`src/rtl/core/mpss_pkg.sv`:
```
// Types, constants and helper functions of the motor plant core.
package mpss_pkg;

	localparam int OP_W    = 33;
	localparam int PROD_W  = 2 * OP_W;
	localparam int SCORE_W = 48;
	localparam int CFG_W   = 32;
	localparam int CFG_IDX_W = 3;

	typedef enum logic [CFG_IDX_W-1:0] {
		CFG_DRIVE_GAIN    = 3'd0,
		CFG_INV_TOP_SPEED = 3'd1,
		CFG_STATIC_LIMIT  = 3'd2,
		CFG_KINETIC_DECEL = 3'd3,
		CFG_GOAL_POSITION = 3'd4,
		CFG_SETTLE_BAND   = 3'd5,
		CFG_TIMEOUT_TICKS = 3'd6,
		CFG_SETTLE_TICKS  = 3'd7
	} cfg_idx_t;

	localparam logic [30:0] DRIVE_GAIN_RST    = 31'd65536;
	localparam logic [30:0] INV_TOP_SPEED_RST = 31'd65536;
	localparam logic [23:0] TIMEOUT_TICKS_RST = 24'd1000;

	localparam logic signed [PROD_W-1:0] S32_MAX    = 66'sd2147483647;
	localparam logic signed [PROD_W-1:0] S32_MIN    = -66'sd2147483648;
	localparam logic signed [PROD_W-1:0] FACTOR_ONE = 66'sd65536;

	typedef struct packed {
		logic signed [31:0] drive_voltage;
	} in_beat_t;

	typedef struct packed {
		logic signed [31:0]  position;
		logic signed [31:0]  velocity;
		logic [SCORE_W-1:0]  error_score;
		logic                settled;
		logic                done_res;
	} out_beat_t;

	// Saturate a wide signed value to the signed 32-bit range.
	function automatic logic signed [31:0] sat32(input logic signed [PROD_W-1:0] x);
		logic signed [31:0] r;
		if (x > S32_MAX) begin
			r = 32'sh7FFF_FFFF;
		end else if (x < S32_MIN) begin
			r = 32'sh8000_0000;
		end else begin
			r = x[31:0];
		end
		return r;
	endfunction

endpackage

```
`src/rtl/core/mpss_mul.sv`:
```
// Shared signed multiplier with a registered product.
module mpss_mul (
	input  logic                                 clk,
	input  logic                                 en,
	input  logic signed [mpss_pkg::OP_W-1:0]     a,
	input  logic signed [mpss_pkg::OP_W-1:0]     b,
	output logic signed [mpss_pkg::PROD_W-1:0]   prod
);

	logic signed [mpss_pkg::PROD_W-1:0] prod_q;

	// Hold the product until the sequencer issues the next operand pair.
	always_ff @(posedge clk) begin
		if (en) begin
			prod_q <= a * b;
		end
	end

	assign prod = prod_q;

endmodule

```
`config.mk`:
```
export PLATFORM = sky130hd
export DESIGN_NAME = mpss_mul
export DESIGN_NICKNAME = d
export VERILOG_FILES = /design/src/rtl/core/mpss_pkg.sv /design/src/rtl/core/mpss_mul.sv
export SDC_FILE = /design/constraint.sdc
export NUM_CORES = 2
export LEC_CHECK = 0
export ABC_AREA = 1
export BUFFER_PORTS_ARGS = -buffer_cell sky130_fd_sc_hd__buf_2
export CAP_MARGIN = 25
export CORE_UTILIZATION = 35
export CTS_CLUSTER_SIZE = 40
export DETAILED_ROUTE_END_ITERATION = 10
export GPL_ROUTABILITY_DRIVEN = 0
export PLACE_DENSITY_LB_ADDON = 0.08
export SLEW_MARGIN = 20
export SYNTH_ARGS = -nofsm -noshare
export SYNTH_HDL_FRONTEND = slang
export SYNTH_SLANG_ARGS = --single-unit
```
`constraint.sdc`:
```
create_clock -name clk -period 12.4 [get_ports clk]
set_input_delay 0.62 -clock clk [delete_from_list [all_inputs] [get_ports clk]]
set_output_delay 0.62 -clock clk [all_outputs]
set_load 0.01 [all_outputs]
```
# Yosys cells after proc, flatten, opt, wreduce, memory -nomap -nowiden

Index checks and enable logic that the tools add are counted.

Output and inout port bits: 66
Memory bits (writable): 0
Bits in latches: 0
ROM bits: 0
Memories: 0
Word-level logic and storage cells: 2
Register bits after elaboration: 66

Add/subtract/negate cells: 0
Equality and inequality tests: 0
Mux-type cells: 0
$mul: 1
Shift operators: 0
Bitwise gates (word level): 0
Div/mod/pow operators: 0
Reduce and logical (&&, ||, !) cells: 0
Order comparisons: 0

Operators with widths:

| cell                         | count |
|---|---|
| multiplier 33 x 33 -> 66 bit | 1 |

# Logic depth before layout (Yosys ltp)

Depth in word-level cells: 1
Gate-level depth with buffers: 34
Gate-level depth less buffers: 32

# Worst setup path after synthesis

No wires, ideal clock.

Kind: input port to flip-flop
From: input a[32] (netlist bit)
To: register prod_q, in the netlist prod[60] (data pin)
Stages: 23
Setup slack: 4884 ps
Arrival: 7263 ps
Library setup time: 253 ps
Path buffers: 2
Path through: clkbuf_1 clkbuf_1 nand2_1 inv_1 fa_1 fa_1 fa_1 fa_1 inv_1 fa_1 fa_1 fa_1 fa_1 inv_1 ha_1 nand2_1 nor2_1 inv_1 nor3_1 nand2_1 and2_0 nand4_1 nand2_1

Word-level cells in the longest chain between the ends: 1

Ends and longest elaborated chain:

| item                         | RTL line       | source |
|---|---|---|
| start, declared              | mpss_mul.sv:5  | `input logic signed [mpss_pkg::OP_W-1:0] a,` |
| multiplier 33 x 33 -> 66 bit | mpss_mul.sv:15 | `prod_q <= a * b;` |
| end signal, assigned         | mpss_mul.sv:15 |  |
| end, declared                | mpss_mul.sv:10 | `logic signed [mpss_pkg::PROD_W-1:0] prod_q;` |

Every way passes these cells.
A chain may end at the register's enable or synchronous reset.

# Final worst setup path

From: input a[32] (netlist bit)
To: register prod_q, in the netlist prod[57] (data pin)

Same word-level chain as after synthesis.

==> impl_metrics.tcl <==
set metrics [dict create \
    status "finished with violations" \
    failed_checks "design-rule violations" \
    yosys.area_share.adder_pct 58.5 \
    die_h_microns 356 \
    initial_core_util_pct 35.4 \
    synthMuxAreaShare_pct 0 \
    met1_length_microns 57900 \
    io_pins 134 \
    dr_wl_met2_microns 67800 \
    top_layer_used "met5" \
    nets 6884 \
    rsz0062_at_grt "false" \
    hold_buffers 0 \
    grt_pass1_wl_microns 211000 \
    synth_area_leaders "fa_1 52%, inv_1 16%, nand2_1 13%" \
    setup_viol 0 \
    vias 31800 \
    yosysTopAreaCellShare_pct 52.3 \
    multi_input_area_sq_um 33800 \
    synth_edf_count 66 \
    first_pass_iters 10 \
    synthXorXnorAreaFrac_pct 0.819 \
    avgSynthCellArea_sq_um 7.91 \
    slew_headroom_pct 27.9 \
    synth-seq-cells 66 \
    largest_register_ffs 66 \
    grt_max_degree 67 \
    cp_max_fo 33 \
    yosys_most_used_dff "edfxtp_1" \
    synth_top_family_by_area "adder cells" \
    finalCritPeriodShare_pct 63.8 \
    fillers 13100 \
    slew_violations 0 \
    seqCellArea_sq_um 1980 \
    antenna_found_initial 5 \
    max_slew.worst_pin.slew_ps 1080 \
    gr-total-overflow 0 \
    drt-total-wl_microns 131000 \
    ys_seq_area_share_pct 4.52 \
    cts.reportedPaths.clkPinSlew_ps 60 \
    hold_path.class "input port to flip-flop" \
    arrival_ps 8040 \
    ys_types 35 \
    postCtsSetupBuffers 0 \
    ctsResizeCount 0 \
    ant_nets 0 \
    drt_iter0_drc 1510 \
    die_w_microns 356 \
    syn_area_sq_um 43800 \
    critical_path_class "input port to flip-flop" \
    period_needed_ps 7920 \
    drt-vias-per-instance 4.49 \
    cts_buffer_depth 2 \
    setup_tns_ps 0 \
    fp-row-count 129 \
    clock_tree.root_cell "clkbuf_16" \
    yosys_warnings 0 \
    max_cap_violations 0 \
    io_buffer_count 133 \
    drive_above_1_share_pct 4.41 \
    cts.sinks 66 \
    crit_required_ps 12520 \
    core_sq_um 124000 \
    h-tree-depth 3 \
    startpoint_type "input port" \
    die-area_sq_um 127000 \
    area_growth_pct 5.16 \
    max_freq_mhz 126 \
    wl_met3_microns 3160 \
    cts_made_buffers 9 \
    cts_tree "yes" \
    grt_use_total_pct 21.8 \
    async_flop_share_pct 0 \
    cp-end-kind "flip-flop" \
    grt_pass1_vias 35700 \
    dp_hpwl_microns 112000 \
    synth-simple-area-share_pct 16.3 \
    yosys.area.top_type "fa_1" \
    syn-num-nets 6973 \
    synth_compound_area_share_pct 1.36 \
    hold_viol_final 0 \
    netlist_instances 5543 \
    wl_per_cell_microns 18.4 \
    route.detailed.drc 26 \
]
==> worst max-delay path, cell delays in order <==
cell	delay, ps
buf_2	580
nand2_1	270
fa_1	680
fa_1	930
fa_1	550
inv_1	380
fa_1	520
fa_1	570
fa_1	430
fa_1	490
inv_1	50
fa_1	470
inv_1	40
ha_1	390
nand2_1	130
nor2_1	230
nand3_1	160
nor2_1	180
o21ai_0	170
nand4_1	120
nand2_1	50
==> synth_stat cells (2+ instances only) <==
| cell | count |
|---|---|
| xnor2_1 | 4 |
| a21oi_2 | 4 |
| clkbuf_1 | 262 |
| nand2_2 | 17 |
| a21o_1 | 2 |
| nor2_4 | 3 |
| nand3_2 | 8 |
| or2_2 | 5 |
| nand3_1 | 70 |
| o21ai_0 | 19 |
| nor2_1 | 131 |
| o21ai_1 | 3 |
| a21oi_1 | 61 |
| nor2_2 | 20 |
| o21bai_1 | 14 |
| nor4_1 | 4 |
| inv_1 | 1894 |
| and2_1 | 2 |
| nand3b_1 | 3 |
| nand2_1 | 1517 |
| fa_1 | 1145 |
| nand4_1 | 19 |
| nor3_1 | 7 |
| edfxtp_1 | 66 |
| ha_1 | 217 |
| xor2_1 | 37 |
==> logic make-up after synthesis <==
family / Yosys count
AOI/OAI and AO/OA: 106
xor gates and xnor gates: 41
adders and majority gates: 1362
buffers and inverters: 2158
DFF: 66
and+or+nand+nor: 1810
==> through the flow <==
step / instance area [sq um] / setup slack [ps] / utilization [%] / hold WS [ps] / std cells
CTS: 46100 / 4170 / 37.2 / 1030 / 7096
detailed placement: 45800 / 3790 / 36.9 / 1030 / 7080
global route: 46100 / 3940 / 37.2 / 1070 / 7097
global placement: 45800 / 3810 / 36.9 / 1030 / 7080
finish: 46100 / 4480 / 37.2 / 1040 / 7098
floorplan: 43800 / 4880 / - / 732 / 5543
==> placed cells by master, fill, tap and decap left out, types with 2 or more instances in the layout <==
| cell type | count |
|---|---|
| clkbuf_16 | 9 |
| a21o_1 | 2 |
| nand3b_1 | 3 |
| o21ai_1 | 3 |
| nand2_2 | 17 |
| o21ai_0 | 19 |
| nand4_1 | 19 |
| ha_1 | 217 |
| xnor2_1 | 4 |
| a21oi_2 | 4 |
| a21oi_1 | 61 |
| buf_4 | 30 |
| or2_2 | 5 |
| nor2_2 | 20 |
| nand3_1 | 70 |
| and2_1 | 2 |
| nor4_1 | 4 |
| buf_2 | 133 |
| o21bai_1 | 14 |
| nor3_1 | 7 |
| inv_1 | 1894 |
| diode_2 | 2 |
| fa_1 | 1144 |
| inv_6 | 2 |
| edfxtp_1 | 66 |
| nor2_1 | 131 |
| nor2_4 | 3 |
| xor2_1 | 37 |
| nand3_2 | 8 |
| nand2_1 | 1517 |
| clkinvlp_4 | 2 |
==> per-layer routing <==
layer | GRT usage, % | vias up
met3 | 1.41 | 98
met2 | 39.8 | 446
li1 | - | 14900
met5 | 0 | -
met1 | 28.6 | 16400
met4 | 3.23 | 6
==> worst paths after layout <==
| check | start | end | slack [ps] | cells after the start |
|---|---|---|---|---|
| max | a[32] | prod[57]$_DFFE_PP_ | 4480 | 21 |
| min | en | prod[9]$_DFFE_PP_ | 1040 | 2 |
==> cell type report <==
type                            instances  share of cell area, %
Tap cell                             1637                   4.44
Sequential cell                        66                   4.30
Multi-Input combinational cell       3319                   73.2
Timing Repair Buffer                  163                   1.93
Clock inverter                          7                  0.166
Antenna cell                            2                 0.0109
Inverter                             1895                   15.4
Clock buffer                            9                  0.489
Power is left out: the tool's default activity adds up to more than one toggle a clock period on the data nets, which glitch-free logic cannot reach.
